### config.mk
export PLATFORM = sky130hd
export DESIGN_NAME = chs_lba_translator_core
export DESIGN_NICKNAME = d
export VERILOG_FILES = /design/src/rtl/chs_lba_pkg.sv /design/src/rtl/chs_lba_translator_core.sv /design/src/rtl/chs_lba_div.sv
export SDC_FILE = /design/constraint.sdc
export NUM_CORES = 2
export LEC_CHECK = 0
export BUFFER_PORTS_ARGS = -buffer_cell sky130_fd_sc_hd__buf_2
export CAP_MARGIN = 20
export CORE_MARGIN = 2
export CORE_UTILIZATION = 60
export CTS_CLUSTER_SIZE = 24
export DETAILED_ROUTE_END_ITERATION = 10
export PLACE_DENSITY = 0.79
export SLEW_MARGIN = 10
export SYNTH_ARGS = -nofsm -noshare
export SYNTH_HDL_FRONTEND = slang
export SYNTH_SLANG_ARGS = --single-unit
export TNS_END_PERCENT = 30
### constraint.sdc
create_clock -name clock -period 14.5 [get_ports clock]
set_input_delay 0.725 -clock clock [delete_from_list [all_inputs] [get_ports clock]]
set_output_delay 0.725 -clock clock [all_outputs]
set_load 0.01 [all_outputs]
### src/rtl/chs_lba_pkg.sv
// types and constants shared by the chs/lba translator core and its checker
// no dependencies
package chs_lba_pkg;

   localparam int CYL_W       = 14;
   localparam int HEAD_W      = 4;
   localparam int SECT_W      = 8;
   localparam int LBA_FIELD_W = 48;
   localparam int HEADS_W     = 5;
   localparam int GEOM_W      = SECT_W + HEAD_W;     // spt * heads, at most 4080
   localparam int CH_W        = CYL_W + HEAD_W;      // cyl * heads + head
   localparam int LBA_CORE_W  = GEOM_W + CYL_W;      // every lba inside the chs reach

   localparam logic [CYL_W-1:0]   CYL_MAX     = 14'd16383;
   localparam logic [HEAD_W-1:0]  HEAD_MAX    = 4'd15;
   localparam logic [SECT_W-1:0]  SECTOR_MAX  = 8'd255;
   localparam logic [HEADS_W-1:0] HEADS_MAX   = 5'd16;
   localparam logic [SECT_W-1:0]  SPT_RESET   = 8'd63;
   localparam logic [HEADS_W-1:0] HEADS_RESET = 5'd16;

   localparam int CSR_INDEX_W = 2;
   localparam int CSR_DATA_W  = 8;

   typedef enum logic [CSR_INDEX_W-1:0] {
      CSR_SECTORS_PER_TRACK = 2'd0,
      CSR_HEAD_COUNT        = 2'd1
   } csr_index_type;

   // divider pipeline shape: quotient bits resolved per stage
   localparam int CYL_STEPS   = 3;
   localparam int HEAD_STEPS  = 2;
   localparam int CYL_STAGES  = (CYL_W + CYL_STEPS - 1) / CYL_STEPS;
   localparam int HEAD_STAGES = (HEAD_W + HEAD_STEPS - 1) / HEAD_STEPS;
   // accept edge to the edge at which the result is taken
   localparam int PIPE_LATENCY = 3 + CYL_STAGES + HEAD_STAGES;

   typedef struct packed {
      logic                   mode;
      logic [15:0]            cylinder_in;
      logic [7:0]             head_in;
      logic [7:0]             sector_in;
      logic [LBA_FIELD_W-1:0] block_address_in;
   } req_type;

   typedef struct packed {
      logic [CYL_W-1:0]       cylinder_out;
      logic [HEAD_W-1:0]      head_out;
      logic [SECT_W-1:0]      sector_out;
      logic [LBA_FIELD_W-1:0] block_address_out;
      logic                   saturated;
   } rsp_type;

endpackage

### src/rtl/chs_lba_translator_core.sv
// chs <-> lba translator: one item per cycle while busy is low (a start while busy is dropped);
// results appear in order, and the receiver cannot hold them off.
// Each result passes through the cylinder divider (lba / (spt*heads), five stages of three
// quotient bits, two in the last) followed by the head divider (remainder / spt, two
// stages), plus input, geometry and output registers. csr_ready is high only while nothing
// is in flight, and busy is high only in a cycle in which a csr write is accepted.
// depends on chs_lba_pkg and chs_lba_div
module chs_lba_translator_core #(
   parameter int LBA_BITS = 48
) (
   input  logic                                 clock,
   input  logic                                 reset,
   input  logic                                 start,
   output logic                                 busy,
   input  chs_lba_pkg::req_type                 req_item,
   output logic                                 rsp_strobe,
   output chs_lba_pkg::rsp_type                 rsp_item,
   input  logic                                 csr_valid,
   output logic                                 csr_ready,
   input  logic [chs_lba_pkg::CSR_INDEX_W-1:0]  csr_index,
   input  logic [chs_lba_pkg::CSR_DATA_W-1:0]   csr_data
);
   import chs_lba_pkg::*;

   localparam int LBA_W    = (LBA_BITS < LBA_FIELD_W) ? LBA_BITS : LBA_FIELD_W;
   localparam int SIDE_LEN = CYL_STAGES + HEAD_STAGES;

   typedef struct packed {
      logic               mode;
      logic [CYL_W-1:0]   cyl;
      logic [HEAD_W-1:0]  head;
      logic [SECT_W-1:0]  sect;
      logic [LBA_W-1:0]   lba;
      logic [SECT_W-1:0]  spt;
      logic [HEADS_W-1:0] heads;
   } s1_type;

   typedef struct packed {
      logic               mode;
      logic [CYL_W-1:0]   cyl;
      logic [HEAD_W-1:0]  head;
      logic [SECT_W-1:0]  sect;
      logic [LBA_W-1:0]   lba;
      logic [SECT_W-1:0]  spt;
      logic [HEADS_W-1:0] heads;
      logic [CH_W-1:0]    ch;
      logic [GEOM_W-1:0]  geom;
   } s2_type;

   typedef struct packed {
      logic                   mode;
      logic                   sat;
      logic [LBA_FIELD_W-1:0] lba_out;
      logic [CYL_W-1:0]       cyl;
      logic [HEAD_W-1:0]      head;
      logic [SECT_W-1:0]      sect;
      logic [SECT_W-1:0]      spt;
      logic [HEAD_W-1:0]      head_last;
   } side_type;

   logic [SECT_W-1:0]   spt_ff;
   logic [HEADS_W-1:0]  heads_ff;

   s1_type              s1_in, s1_ff;
   logic                s1_valid_ff;
   s2_type              s2_in, s2_ff;
   logic                s2_valid_ff;
   side_type            side_in;
   side_type            side_ff [SIDE_LEN];
   logic [SIDE_LEN-1:0] side_valid_ff;
   logic [CYL_W-1:0]    cylq_ff [HEAD_STAGES];
   rsp_type             rsp_in, rsp_ff;
   logic                rsp_strobe_ff;

   logic [CYL_W-1:0]    cyl_quo;
   logic [GEOM_W-1:0]   cyl_rem;
   logic [HEAD_W-1:0]   head_quo;
   logic [SECT_W-1:0]   head_rem;
   logic [CH_W-1:0]     ch_head;
   logic [LBA_CORE_W-1:0] lba_chs;
   side_type            tail;

   assign csr_ready = ~(s1_valid_ff | s2_valid_ff | (|side_valid_ff) | rsp_strobe_ff);
   assign busy      = csr_valid & csr_ready;

   always_ff @(posedge clock) begin
      if (reset) begin
         spt_ff   <= SPT_RESET;
         heads_ff <= HEADS_RESET;
      end else if (csr_valid && csr_ready) begin
         unique case (csr_index)
            CSR_SECTORS_PER_TRACK: spt_ff   <= csr_data[SECT_W-1:0];
            CSR_HEAD_COUNT:        heads_ff <= csr_data[HEADS_W-1:0];
            default: ;
         endcase
      end
   end

   // clamp the chs fields and fix up the geometry
   always_comb begin
      s1_in.mode  = req_item.mode;
      s1_in.cyl   = (req_item.cylinder_in > 16'(CYL_MAX)) ? CYL_MAX
                                                          : req_item.cylinder_in[CYL_W-1:0];
      s1_in.head  = (req_item.head_in > 8'(HEAD_MAX)) ? HEAD_MAX
                                                      : req_item.head_in[HEAD_W-1:0];
      s1_in.sect  = (req_item.sector_in == '0) ? SECT_W'(1) : req_item.sector_in;
      s1_in.lba   = req_item.block_address_in[LBA_W-1:0];
      s1_in.spt   = (spt_ff == '0) ? SECT_W'(1) : spt_ff;
      if (heads_ff == '0) begin
         s1_in.heads = HEADS_W'(1);
      end else if (heads_ff > HEADS_MAX) begin
         s1_in.heads = HEADS_MAX;
      end else begin
         s1_in.heads = heads_ff;
      end
   end

   // geometry product and cylinder-times-heads
   always_comb begin
      s2_in.mode  = s1_ff.mode;
      s2_in.cyl   = s1_ff.cyl;
      s2_in.head  = s1_ff.head;
      s2_in.sect  = s1_ff.sect;
      s2_in.lba   = s1_ff.lba;
      s2_in.spt   = s1_ff.spt;
      s2_in.heads = s1_ff.heads;
      s2_in.ch    = CH_W'(s1_ff.cyl) * CH_W'(s1_ff.heads) + CH_W'(s1_ff.head);
      s2_in.geom  = GEOM_W'(s1_ff.spt) * GEOM_W'(s1_ff.heads);
   end

   // chs to lba, and the reach check for lba to chs
   assign ch_head = s2_ff.ch;
   assign lba_chs = LBA_CORE_W'(ch_head) * LBA_CORE_W'(s2_ff.spt)
                  + LBA_CORE_W'(s2_ff.sect - SECT_W'(1));

   always_comb begin
      side_in.mode      = s2_ff.mode;
      side_in.sat       = s2_ff.mode & (s2_ff.lba >= LBA_W'({s2_ff.geom, {CYL_W{1'b0}}}));
      side_in.lba_out   = s2_ff.mode ? LBA_FIELD_W'(s2_ff.lba) : LBA_FIELD_W'(lba_chs);
      side_in.cyl       = s2_ff.cyl;
      side_in.head      = s2_ff.head;
      side_in.sect      = s2_ff.sect;
      side_in.spt       = s2_ff.spt;
      side_in.head_last = HEAD_W'(s2_ff.heads - HEADS_W'(1));
   end

   // cylinder = lba / (spt*heads), the remainder then splits into head and sector
   chs_lba_div #(
      .Q_W   (CYL_W),
      .D_W   (GEOM_W),
      .STEPS (CYL_STEPS)
   ) u_cyl_div (
      .clock     (clock),
      .dividend  (s2_ff.lba[LBA_CORE_W-1:0]),
      .divisor   (s2_ff.geom),
      .quotient  (cyl_quo),
      .remainder (cyl_rem)
   );

   chs_lba_div #(
      .Q_W   (HEAD_W),
      .D_W   (SECT_W),
      .STEPS (HEAD_STEPS)
   ) u_head_div (
      .clock     (clock),
      .dividend  (cyl_rem),
      .divisor   (side_ff[CYL_STAGES-1].spt),
      .quotient  (head_quo),
      .remainder (head_rem)
   );

   assign tail = side_ff[SIDE_LEN-1];

   always_comb begin
      rsp_in.block_address_out = tail.lba_out;
      if (!tail.mode) begin
         rsp_in.cylinder_out = tail.cyl;
         rsp_in.head_out     = tail.head;
         rsp_in.sector_out   = tail.sect;
         rsp_in.saturated    = 1'b0;
      end else if (tail.sat) begin
         rsp_in.cylinder_out = CYL_MAX;
         rsp_in.head_out     = tail.head_last;
         rsp_in.sector_out   = tail.spt;
         rsp_in.saturated    = 1'b1;
      end else begin
         rsp_in.cylinder_out = cylq_ff[HEAD_STAGES-1];
         rsp_in.head_out     = head_quo;
         rsp_in.sector_out   = head_rem + SECT_W'(1);
         rsp_in.saturated    = 1'b0;
      end
   end

   always_ff @(posedge clock) begin
      if (reset) begin
         s1_valid_ff   <= 1'b0;
         s2_valid_ff   <= 1'b0;
         side_valid_ff <= '0;
         rsp_strobe_ff <= 1'b0;
      end else begin
         s1_valid_ff   <= start & ~busy;
         s2_valid_ff   <= s1_valid_ff;
         side_valid_ff <= {side_valid_ff[SIDE_LEN-2:0], s2_valid_ff};
         rsp_strobe_ff <= side_valid_ff[SIDE_LEN-1];
      end
      s1_ff      <= s1_in;
      s2_ff      <= s2_in;
      side_ff[0] <= side_in;
      for (int i = 1; i < SIDE_LEN; i++) begin
         side_ff[i] <= side_ff[i-1];
      end
      // cylinder quotient waits for the head divider
      cylq_ff[0] <= cyl_quo;
      for (int i = 1; i < HEAD_STAGES; i++) begin
         cylq_ff[i] <= cylq_ff[i-1];
      end
      rsp_ff <= rsp_in;
   end

   assign rsp_strobe = rsp_strobe_ff;
   assign rsp_item   = rsp_ff;

endmodule

### src/rtl/chs_lba_div.sv
// pipelined restoring divider for a quotient of known width
// dividend must stay below divisor << Q_W; uses no package
module chs_lba_div #(
   parameter int Q_W   = 14,
   parameter int D_W   = 12,
   parameter int STEPS = 3
) (
   input  logic             clock,
   input  logic [D_W+Q_W-1:0] dividend,
   input  logic [D_W-1:0]   divisor,
   output logic [Q_W-1:0]   quotient,
   output logic [D_W-1:0]   remainder
);
   localparam int STAGES = (Q_W + STEPS - 1) / STEPS;

   logic [D_W-1:0] rem_ff  [STAGES];
   logic [Q_W-1:0] word_ff [STAGES];
   logic [D_W-1:0] div_ff  [STAGES];

   genvar s;
   generate
      for (s = 0; s < STAGES; s++) begin : g_stage
         localparam int NSTEP = (Q_W - s * STEPS < STEPS) ? Q_W - s * STEPS : STEPS;

         logic [D_W-1:0] rem_src;
         logic [Q_W-1:0] word_src;
         logic [D_W-1:0] div_src;
         logic [D_W-1:0] rem_in;
         logic [Q_W-1:0] word_in;

         if (s == 0) begin : g_first
            assign rem_src  = dividend[D_W+Q_W-1:Q_W];
            assign word_src = dividend[Q_W-1:0];
            assign div_src  = divisor;
         end else begin : g_next
            assign rem_src  = rem_ff[s-1];
            assign word_src = word_ff[s-1];
            assign div_src  = div_ff[s-1];
         end

         // dividend bits shift out at the top, quotient bits shift in at the bottom
         always_comb begin
            logic [D_W:0] trial;
            rem_in  = rem_src;
            word_in = word_src;
            trial   = '0;
            for (int k = 0; k < NSTEP; k++) begin
               trial = {rem_in, word_in[Q_W-1]};
               if (trial >= {1'b0, div_src}) begin
                  rem_in  = D_W'(trial - {1'b0, div_src});
                  word_in = {word_in[Q_W-2:0], 1'b1};
               end else begin
                  rem_in  = trial[D_W-1:0];
                  word_in = {word_in[Q_W-2:0], 1'b0};
               end
            end
         end

         always_ff @(posedge clock) begin
            rem_ff[s]  <= rem_in;
            word_ff[s] <= word_in;
            div_ff[s]  <= div_src;
         end
      end
   endgenerate

   assign quotient  = word_ff[STAGES-1];
   assign remainder = rem_ff[STAGES-1];

endmodule

==> impl_metrics.json <==
{
  "post-dp-hpwl_um": 66600,
  "drt-initial-drc-count": 1696,
  "boundaryPins": 173,
  "gp_routability_congestion": 0.936,
  "die_y_um": 276,
  "drc": 0,
  "vias_per_cell": 5.32,
  "worstPathMaxFanout": 18,
  "critPathKind": "flip-flop to flip-flop",
  "measured_slew_at_the_worst_slew_check_pin_ns": 1.05,
  "fp.dieArea_mm2": 0.0764,
  "synth_nets": 4605,
  "dr_total_vias": 27900,
  "numPortBuffers": 172,
  "met2_length_um": 46800,
  "synth_edf_count": 0,
  "synth_top_area_cell": "sky130_fd_sc_hd__dfxtp_1",
  "clock_insertion_delay_worst_skew_ns": 0.69,
  "timing.reg2reg.worst_path_depth": 31,
  "final_period_minus_worst_setup_slack_ns": 8.06,
  "multi_input_area_mm2": 0.0196,
  "critical_path.reg2reg.startpoint": "u_cyl_div.div_ff[0][1]",
  "fin_skew_ns": 0.0475,
  "worst-r2r-setup-slack_ns": 6.44,
  "rsz_0062_raised_after_global_routing": "false",
  "total_routed_wirelength_um": 94600,
  "core_mm2": 0.0732,
  "slowest_delay_ns": 0.46,
  "post_cts.repair.setup_buffers": 0,
  "clockRootBuffer": "sky130_fd_sc_hd__clkbuf_16",
  "detailedRoute.firstPassIterationCount": 6,
  "wl_met3_um": 4320,
  "nFillCells": 5091,
  "chipWidth_um": 276,
  "synth_sequential_area_ratio_pct": 51.7,
  "tritoncts.num_buffers": 103,
  "finalMaxSlewViolations": 0,
  "synthesis.area_per_instance_um2": 11.1,
  "postSynth.asyncResetShare_pct": 0,
  "dr.max_layer_used": "met5",
  "clock_input_transition_at_the_sequential_cells_of_the_worst_setup_and_hold_paths_ns": 0.07,
  "placement_rows": 99,
  "final_cell_area_mm2": 0.0501,
  "synthCells": 3998,
  "area_delta_synth_final_pct": 12.5,
  "cp_launch_type": "flip-flop",
  "worst_hold_check_path_type": "primary input to flip-flop",
  "clockBufferDepth": 3,
  "finalSetupViolations": 0,
  "crit_path_dat_ns": 8.59,
  "grt_overflow_total": 0,
  "required_ns": 15.03,
  "antenna_found_initial": 2,
  "design.final.nets": 4812,
  "timing.hold.worst_endpoint": "s1_ff[48]",
  "antenna_violating_nets_left": 0,
  "holdBufCountCts": 0,
  "crit_path_end_kind": "flip-flop",
  "number_of_sinks_driven_by_the_clock_tree": 1149,
  "grt_max_degree": 75,
  "routed_wire_length_per_instance_um": 18.0,
  "layout.area.seq_mm2": 0.0230,
  "synth_commonest_cells": "1149 x sky130_fd_sc_hd__dfxtp_1, 395 x sky130_fd_sc_hd__inv_1, 318 x sky130_fd_sc_hd__ha_1",
  "min_path_cells": 1,
  "initial_core_util_pct": 60.8,
  "wl_met1_um": 39200,
  "post_route_cells_drive_above_1_share_pct": 11.6,
  "origin_of_the_worst_min_delay_path": "req_item[35]",
  "timing.max_cap.violations": 0,
  "post_synth_instance_area_mm2": 0.0445,
  "synth_top_area_share_pct": 51.7,
  "run_status": "completed",
  "grt_pass1_vias": 28500,
  "grt_use_total_pct": 24.9,
  "grt_pass1_wl_um": 151000,
  "critical_path.slowest_cell": "sky130_fd_sc_hd__and2_1",
  "synthTopCellsByArea": "sky130_fd_sc_hd__dfxtp_1 52%, sky130_fd_sc_hd__ha_1 8.9%, sky130_fd_sc_hd__fa_1 8.7%, sky130_fd_sc_hd__inv_1 3.3%, sky130_fd_sc_hd__nand2_1 2.4%",
  "synth_flop_cell": "sky130_fd_sc_hd__dfxtp_1",
  "r2r_end": "u_cyl_div.rem_ff[0][20]",
  "setup_total_negative_slack_ns": 0,
  "min_period_over_period_pct": 55.6,
  "placedInstanceArea_mm2": 0.0463,
  "post_synth_num_cell_types": 88,
  "fmax_ghz": 0.124,
  "timing_hold_violations_final": 0,
  "cts.htree.levels": 3,
  "ffs_latches_synth": 1149,
  "tritoncts": "yes",
  "post-synth-top-count-cell": "sky130_fd_sc_hd__dfxtp_1",
  "synth.yosys.warnings": 0,
  "post_cts.resized_instances": 0,
  "max-slew-margin-rel_pct": 30.2
}
==> per-stage QoR <==
stage / utilization [%] / hold WS [ns] / std cells / setup slack (ns)
after CTS: 68.4 / 0.0890 / 5248 / 6.55
after global placement: 63.3 / 0.310 / 5059 / 6.81
after detailed placement: 63.3 / 0.312 / 5059 / 6.57
after floorplan: - / 0.310 / 3998 / 7.75
final: 68.4 / 0.128 / 5249 / 6.44
after global routing: 68.4 / 0.0931 / 5248 / 5.84
==> worst max-delay path by stage <==
| stage | start | end | slack [ns] |
|---|---|---|---|
| 3_3_place_gp | u_cyl_div.div_ff[0][1] | u_cyl_div.rem_ff[0][20] | 6.81 |
| 6_report | u_cyl_div.div_ff[0][1] | u_cyl_div.rem_ff[0][20] | 6.44 |
| 5_1_grt | u_cyl_div.div_ff[0][1] | u_cyl_div.rem_ff[0][20] | 5.84 |
| 2_1_floorplan | u_cyl_div.div_ff[0][25] | u_cyl_div.rem_ff[0][40] | 7.75 |
| 3_5_place_dp | u_cyl_div.div_ff[0][1] | u_cyl_div.rem_ff[0][20] | 6.57 |
| 4_1_cts | u_cyl_div.div_ff[0][1] | u_cyl_div.rem_ff[0][20] | 6.55 |
==> critical path: cells and delay by family (launching register included) <==
| family | cells | cell delay (ns) |
|---|---|---|
| AO/OA/AOI/OAI | 15 | 3.50 |
| buffers and inverters | 6 | 0.84 |
| multiplexers | 2 | 0.46 |
| AND/OR/NAND/NOR | 5 | 1.74 |
| flip-flops | 1 | 0.38 |
| adder cells (fa/ha/maj) | 3 | 0.99 |
==> cells by family after synthesis <==
kind of cell / after synthesis / share of synthesized area (%)
DFF: 1149 / 51.7
and+or+nand+nor: 924 / 10.5
AOI/OAI and AO/OA: 602 / 8.85
adders and majority gates: 512 / 17.7
buffers and inverters: 484 / 4.16
xor gates and xnor gates: 187 / 3.68
muxes: 140 / 3.47
==> final cells by class <==
type	instances	share of cell area [%]
Tap cell	959	2.40
Antenna cell	1	0.00500
Clock buffer	136	5.78
Multi-Input combinational cell	2365	39.2
Inverter	399	3.00
Sequential cell	1149	46.0
Clock inverter	53	1.68
Timing Repair Buffer	187	1.94
==> sequential cells by signal, indices dropped and copies added, names as in the netlist, 16 cells and up <==
register / count
u_cyl_div.div_ff: 48
u_cyl_div.rem_ff: 60
side_ff: 616
cylq_ff: 28
u_cyl_div.word_ff: 70
u_head_div.rem_ff: 16
s1_ff: 88
ch_head: 18
rsp_item: 75
s2_ff: 99
==> cell usage in the layout (no fill, tap or decap), types with 20 or more instances in the layout <==
cell type / n
sky130_fd_sc_hd__ha_1: 318
sky130_fd_sc_hd__or2_2: 20
sky130_fd_sc_hd__o21a_1: 31
sky130_fd_sc_hd__nor2_1: 147
sky130_fd_sc_hd__a21o_1: 48
sky130_fd_sc_hd__fa_1: 194
sky130_fd_sc_hd__o21ai_0: 131
sky130_fd_sc_hd__or3_1: 32
sky130_fd_sc_hd__dfxtp_1: 1148
sky130_fd_sc_hd__a21oi_1: 180
sky130_fd_sc_hd__nor2b_1: 49
sky130_fd_sc_hd__nand4_1: 32
sky130_fd_sc_hd__buf_2: 172
sky130_fd_sc_hd__and2_1: 169
sky130_fd_sc_hd__inv_1: 395
sky130_fd_sc_hd__mux2_2: 82
sky130_fd_sc_hd__clkbuf_16: 103
sky130_fd_sc_hd__xor2_1: 67
sky130_fd_sc_hd__nor4_1: 21
sky130_fd_sc_hd__nand3_1: 46
sky130_fd_sc_hd__nand2b_1: 31
sky130_fd_sc_hd__nand2_1: 284
sky130_fd_sc_hd__nor3_1: 46
sky130_fd_sc_hd__mux2i_1: 50
sky130_fd_sc_hd__o31ai_1: 20
sky130_fd_sc_hd__xnor2_1: 120
==> per-layer routing <==
layer,track usage [%],up-vias
met2,43.2,754
met3,3.54,225
met4,11.8,2
li1,-,13700
met1,30.5,13200
met5,0,-
Power is left out: the tool's default activity adds up to more than one toggle a clock period on the data nets, which glitch-free logic cannot reach.
